$ cat src/hw/rtl/sgm_pkg.sv
// Shared constants, types and state codes of the Sobel gradient magnitude unit.
`timescale 1ns / 1ps

package sgm_pkg;

    // Line stores and column addressing
    localparam int MAX_WIDTH = 2048;
    localparam int ADDR_W    = $clog2(MAX_WIDTH);
    localparam int FILL_W    = ADDR_W + 1;
    localparam int LINE_W    = 16;

    // Field and register widths
    localparam int CFG_W  = 12;
    localparam int PIX_W  = 8;
    localparam int ROW_W  = 12;
    localparam int COL_W  = 11;
    localparam int GRAD_W = 12;
    localparam int SUM_W  = 21;
    localparam int ROOT_W = 8;
    localparam int WUSE_W = (CFG_W > FILL_W) ? CFG_W + 1 : FILL_W + 1;

    // Configuration register indexes
    localparam logic [0:0] CFG_FRAME_WIDTH  = 1'b0;
    localparam logic [0:0] CFG_FRAME_HEIGHT = 1'b1;

    localparam logic [CFG_W-1:0] FRAME_WIDTH_RST  = CFG_W'(640);
    localparam logic [CFG_W-1:0] FRAME_HEIGHT_RST = CFG_W'(480);
    localparam logic [CFG_W-1:0] MIN_DIM          = CFG_W'(3);
    localparam logic [ROOT_W-1:0] ROOT_MAX        = '1;

    typedef enum logic [5:0] {
        S_IDLE = 6'b000001,
        S_READ = 6'b000010,
        S_SQX  = 6'b000100,
        S_SQY  = 6'b001000,
        S_ROOT = 6'b010000,
        S_EMIT = 6'b100000
    } t_state;

    typedef struct packed {
        logic             start;
        logic [SUM_W-1:0] sum;
    } t_root_req;

    typedef struct packed {
        logic              done;
        logic [ROOT_W-1:0] root;
    } t_root_rsp;

endpackage

$ cat src/hw/rtl/sgm_isqrt.sv
// Bit-serial integer square root, saturated to eight bits, one result bit per cycle.
`timescale 1ns / 1ps

module sgm_isqrt (
    input  logic              i_clk,
    input  logic              i_rst_n,
    input  sgm_pkg::t_root_req i_req,
    output sgm_pkg::t_root_rsp o_rsp
);
    import sgm_pkg::*;

    logic                r_busy;
    logic                r_done;
    logic                r_sat;
    logic [15:0]         r_sum;
    logic [ROOT_W-1:0]   r_m;
    logic [ROOT_W-1:0]   r_bit;
    logic [ROOT_W-1:0]   trial;
    logic [2*ROOT_W-1:0] trial_sq;

    assign trial    = r_m | r_bit;
    assign trial_sq = trial * trial;

    always_ff @(posedge i_clk) begin
        if (!i_rst_n) begin
            r_busy <= 1'b0;
            r_done <= 1'b0;
        end else begin
            r_done <= 1'b0;
            if (i_req.start) begin
                r_busy <= 1'b1;
            end else if (r_busy && r_bit[0]) begin
                r_busy <= 1'b0;
                r_done <= 1'b1;
            end
        end
    end

    always_ff @(posedge i_clk) begin
        if (i_req.start) begin
            r_sat <= |i_req.sum[SUM_W-1:16];
            r_sum <= i_req.sum[15:0];
            r_m   <= '0;
            r_bit <= {1'b1, {(ROOT_W-1){1'b0}}};
        end else if (r_busy) begin
            if (trial_sq <= r_sum) begin
                r_m <= trial;
            end
            r_bit <= r_bit >> 1;
        end
    end

    assign o_rsp.done = r_done;
    assign o_rsp.root = r_sat ? ROOT_MAX : r_m;

endmodule

$ cat config.mk
export PLATFORM = sky130hd
export DESIGN_NAME = sgm_isqrt
export DESIGN_NICKNAME = d
export VERILOG_FILES = /design/src/hw/rtl/sgm_pkg.sv /design/src/hw/rtl/sgm_isqrt.sv
export SDC_FILE = /design/constraint.sdc
export NUM_CORES = 1
export LEC_CHECK = 0
export BUFFER_PORTS_ARGS = -buffer_cell sky130_fd_sc_hd__buf_2
export CAP_MARGIN = 20
export CORE_MARGIN = 2
export CORE_UTILIZATION = 35
export CTS_CLUSTER_SIZE = 16
export DETAILED_ROUTE_END_ITERATION = 8
export PLACE_DENSITY = 0.53
export SYNTH_ARGS = -nofsm -noshare
export SYNTH_HDL_FRONTEND = slang
export SYNTH_SLANG_ARGS = --single-unit
$ cat constraint.sdc
create_clock -name i_clk -period 7.6 [get_ports i_clk]
set_input_delay 0.76 -clock i_clk [delete_from_list [all_inputs] [get_ports i_clk]]
set_output_delay 0.76 -clock i_clk [all_outputs]
set_load 0.1 [all_outputs]
---- Word level (Yosys, flattened, before mapping) ----
Index checks and enable logic that the tools add are counted.
word-level totals
  flip-flop bits (word level) ............. 35
  word-level logic and storage cells ...... 19
cells by class
  bitwise logic cells ..................... 2
  multiply operators ...................... 1
  order comparisons ....................... 1
  mux-type cells .......................... 4
  reductions and logical operators ........ 5
operators with widths
  cell               number
  $le 16x16->1       1
  $mul 8x8->16       1
  $mux 8             1
  $or 8x8->8         1
  $reduce_or 5->1    1
  $mux 1             3
  $reduce_and 2->1   1
  $reduce_bool 2->1  1
  $reduce_or 2->1    1
  $logic_and 1x1->1  1
  $not 1->1          1

---- Logic depth before layout (Yosys ltp) ----
  depth after elaboration ................. 4
  depth in mapped cells ................... 22
  mapped depth without buffers ............ 22

---- Worst setup path after synthesis ----
No wires, ideal clock.
  kind .................................... register -> register
  start point ............................. register r_bit[5]
  end point ............................... register r_m[0]
  cell stages (with the launch flop) ...... 23
  buffers on the path ..................... 0
  library setup time ...................... 0.074 ns
  data arrival time ....................... 5.661 ns
  period minus slack after synthesis ...... 5.735 ns
  required time ........................... 7.526 ns
  slack ................................... 1.865 ns
  cells stage by stage .................... dfxtp_1 -> nor2_1 -> inv_1 -> o21ai_0 -> fa_1 -> inv_1 -> fa_1 -> fa_1 -> inv_1 -> fa_1 -> inv_1 -> ha_1 -> a2111oi_2 -> o211ai_1 -> a31o_1 -> a21oi_2 -> xnor2_1 -> ha_1 -> nand4_1 -> or4_4 -> nor3_4 -> a31oi_4 -> o22ai_2
between the ends
  longest elaborated chain between the ends .. 4
ends and longest elaborated chain
  element                            RTL line         source
  start: declaration                 sgm_isqrt.sv:17  logic [ROOT_W-1:0] r_bit;
  start signal: assignment           sgm_isqrt.sv:44  r_bit <= {1'b1, {(ROOT_W-1){1'b0}}};
  start signal: assignment           sgm_isqrt.sv:49  r_bit <= r_bit >> 1;
  $or 8x8->8                         sgm_isqrt.sv:21  assign trial = r_m | r_bit;
  via trial[5]                       sgm_isqrt.sv:18  logic [ROOT_W-1:0] trial;
  $mul 8x8->16                       sgm_isqrt.sv:22  assign trial_sq = trial * trial;
  $le 16x16->1                       sgm_isqrt.sv:46  if (trial_sq <= r_sum) begin
  $reduce_and 2->1 (no source line)  -
  end signal: assignment             sgm_isqrt.sv:47  r_m <= trial;
  end: declaration                   sgm_isqrt.sv:16  logic [ROOT_W-1:0] r_m;
The timed path passes the listed nets, and every way through them passes these cells.
A chain may end at the register's enable or synchronous reset.

---- Worst setup path in the final report ----
  start point ............................. register r_bit[5]
  end point ............................... register r_m[7]
Same word-level chain as after synthesis.

==> results.tsv <==
stage	metric	value	unit
final_layout	Area Growth Syn to Fin	12.1	%
run	maxcap violations	0	
setup_path	r2r startpoint	r_bit[5]	
drt	vias per std cell	4.84	
logic_synthesis	top_reg_cell synth	dfxtp_1	
floorplan	Die Span Y	101	µm
logic_synthesis	warning count from the yosys run	0	
logic_synthesis	syn_nets	453	
global_routing	GRT Util Overall	15.4	%
logic_synthesis	cells after synthesis	361	
drt	DR pass1 iterations	4	
min_path	Hold Startpoint	r_m[3]	
global_routing	GR Overflow Total	0	
setup_path	Crit Path Max Fanout	9	
global_routing	first-pass GRT wire length	12.3	mm
logic_synthesis	number of synthesized register bits	35	
sta	Worst Clk Skew	6.48	ps
setup_path	Crit. Startpoint	r_bit[5]	
clock_tree	TritonCTS clock tree	done	
sta	final worst-path cycle share	84.7	%
sta	Final min period	6440	ps
outcome	run status	finished clean	
floorplan	core box area	9240	µm²
setup_path	crit start category	flop	
global_routing	antenna violations before repair	0	
clock_tree	Num CTS Buffers	5	
floorplan	Starting Density	35.9	%
sta	Final Hold Vio Count	0	
logic_synthesis	Post-synth EDFFs	17	
placement	DP HPWL	5.78	mm
setup_path	critical path arrival	6640	ps
floorplan	cell row count	35	
clock_tree	Root Buffer	clkbuf_8	
clock_tree	clock latency on the worst-skew pair	290	ps
clock_tree	clk buf depth	2	
drt	Remaining DRCs	0	
drt	post-detailed-route wirelength per cell	13.4	µm
drt	via count	2545	
floorplan	die span in x	101	µm
logic_synthesis	count of cell types in the netlist	48	
global_routing	largest net degree at the start of global routing	37	
sta	Setup-failing EPs final	0	
placement	placed cell count	518	
power_and_ir_drop	IR drop worst, VDD	0.108	mV
final_layout	share of layout cells above drive strength 1	15.4	%
power_and_ir_drop	Leak	1.79	nW
sta	Slew Viols, Final	0	
floorplan	IO Count	33	
sta	Slew @ Worst Pin	844	ps
placement	dpl cell area	3620	µm²
floorplan	Die Footprint	10300	µm²
placement	Setup WS pre-CTS	1220	ps
power_and_ir_drop	post-layout power	0.465	mW
sta	setup TNS	0	ps
global_routing	vias in the first global route	2603	
clock_tree	post-CTS sizing	0	
final_layout	fin nets	488	
min_path	Hold/Removal Path Class	flop to flop	
clock_tree	post-CTS setup buffers	0	
sta	unrepaired setup endpoints after global routing	no	
logic_synthesis	sequential fraction of the synthesis area	26.2	%
setup_path	critical path type	flop to flop	
drt	DR iter-0 viols	118	
sta	fmax	155	MHz
logic_synthesis	mean area per synthesized cell	9.19	µm²
final_layout	final std cells w/o fill	526	
sta	relative slew slack	43.7	%
setup_path	crit end category	flop	
final_layout	post-route cell area	3720	µm²
power_and_ir_drop	Pwr per Cell Area	125	nW/µm²
clock_tree	CTS Hold Bufs	0	
final_layout	diodes inserted	0	
logic_synthesis	synthesized area	3320	µm²
placement	IO buf count	32	
placement	gpl congestion	0.947	
drt	final wirelength	7.04	mm
final_layout	fillcell total	936	
clock_tree	H-tree depth	2	
clock_tree	Worst-path clk slew	70	ps
sta	fin worst setup slack	1160	ps
logic_synthesis	fraction of registers with async set/reset	0	%
clock_tree	clock sink total	35	
setup_path	Req. time, crit path	7800	ps
drt	ANT nets after route	0	
## registers in the layout (all words and copies together) (netlist names)
register  count
r_done        1
r_bit         8
r_sat         1
r_sum        16
r_m           8
r_busy        1
## per-stage QoR
step	hold slack [ps]	util [%]
after floorplan	462	-
after global placement	468	39.2
after detailed placement	484	39.2
after CTS	494	40.2
after global routing	514	40.2
final	494	40.2
## cells in the mapped netlist, types with 4 or more instances
| cell | count | share of area [%] |
|---|---|---|
| a21oi_1 | 18 | 2.7 |
| o22ai_2 | 7 | 2.6 |
| edfxtp_1 | 17 | 15 |
| nor3_1 | 6 | 0.91 |
| nand3_1 | 5 | 0.75 |
| or2_2 | 8 | 1.5 |
| ha_1 | 43 | 16 |
| o22ai_1 | 4 | 0.75 |
| a21o_1 | 5 | 1.1 |
| nand4_1 | 7 | 1.3 |
| o21ai_0 | 8 | 1.2 |
| nand2_1 | 13 | 1.5 |
| nor2_1 | 47 | 5.3 |
| inv_1 | 76 | 8.6 |
| mux2i_1 | 7 | 2.1 |
| dfxtp_1 | 18 | 11 |
| xnor2_1 | 9 | 2.4 |
| fa_1 | 25 | 15 |
## kinds of logic after synthesis
| family | share of synthesized area, % |
|---|---|
| AOI/OAI and AO/OA | 13.1 |
| buffers and inverters | 9.46 |
| xor gates and xnor gates | 3.17 |
| DFF | 26.2 |
| adders and majority gates | 31.3 |
| muxes | 2.11 |
| and+or+nand+nor | 14.6 |
## cell usage in the layout, fill, tap and decap left out, types with 4 or more instances in the layout
cell,count
fa_1,25
nor2_1,47
nand3_1,5
nand2_1,13
edfxtp_1,17
buf_2,32
nand4_1,7
a21o_1,5
inv_1,76
or2_2,8
a21oi_1,18
o22ai_1,4
dfxtp_1,18
clkbuf_8,7
xnor2_1,9
mux2i_1,7
o22ai_2,7
o21ai_0,8
nor3_1,6
ha_1,43
## worst paths after layout
path	end	slack (ps)	cells past startpoint
max	r_m[7]	1160	21
min reg2reg	r_m[3]	490	2
min	r_m[3]	490	2
max reg2reg	r_m[7]	1160	21
## layer usage
layer	vias up	GRT usage [%]	share of wire [%]
met1	1225	20.7	47
met2	36	25.6	47
li1	1275	-	-
met4	0	4.37	1.5
met5	-	0	0
met3	9	2.55	3.8
## where the power goes
| group | total (mW) | switching, mW | internal (mW) |
|---|---|---|---|
| Combinational | 0.0976 | 0.0648 | 0.0328 |
| Clock | 0.151 | 0.0681 | 0.0827 |
| Sequential | 0.216 | 0.00789 | 0.208 |
## critical path, stage by stage, from the launching register on
cell       delay, ps
dfxtp_1          340
nor2_1           500
inv_1            240
o21ai_0          170
fa_1             440
inv_1            110
fa_1             450
fa_1             550
inv_1             50
fa_1             530
inv_1             40
ha_1             360
a2111oi_2        380
o211ai_1         220
a31o_1           260
a21oi_2          140
xnor2_1          140
ha_1             260
and4_2           230
a221oi_1         520
nand2_1          120
a311oi_1         270
## cell type report
cell class / instances / area [µm²] / area share, %
multi-input combinational: 245 / 2130 / 57.4
sequential: 35 / 871 / 23.4
inverter: 76 / 285 / 7.67
timing repair buffer: 33 / 168 / 4.51
tap: 129 / 161 / 4.34
clock buffer: 8 / 100 / 2.69
Note: power is estimated with default switching activity, not from simulation.
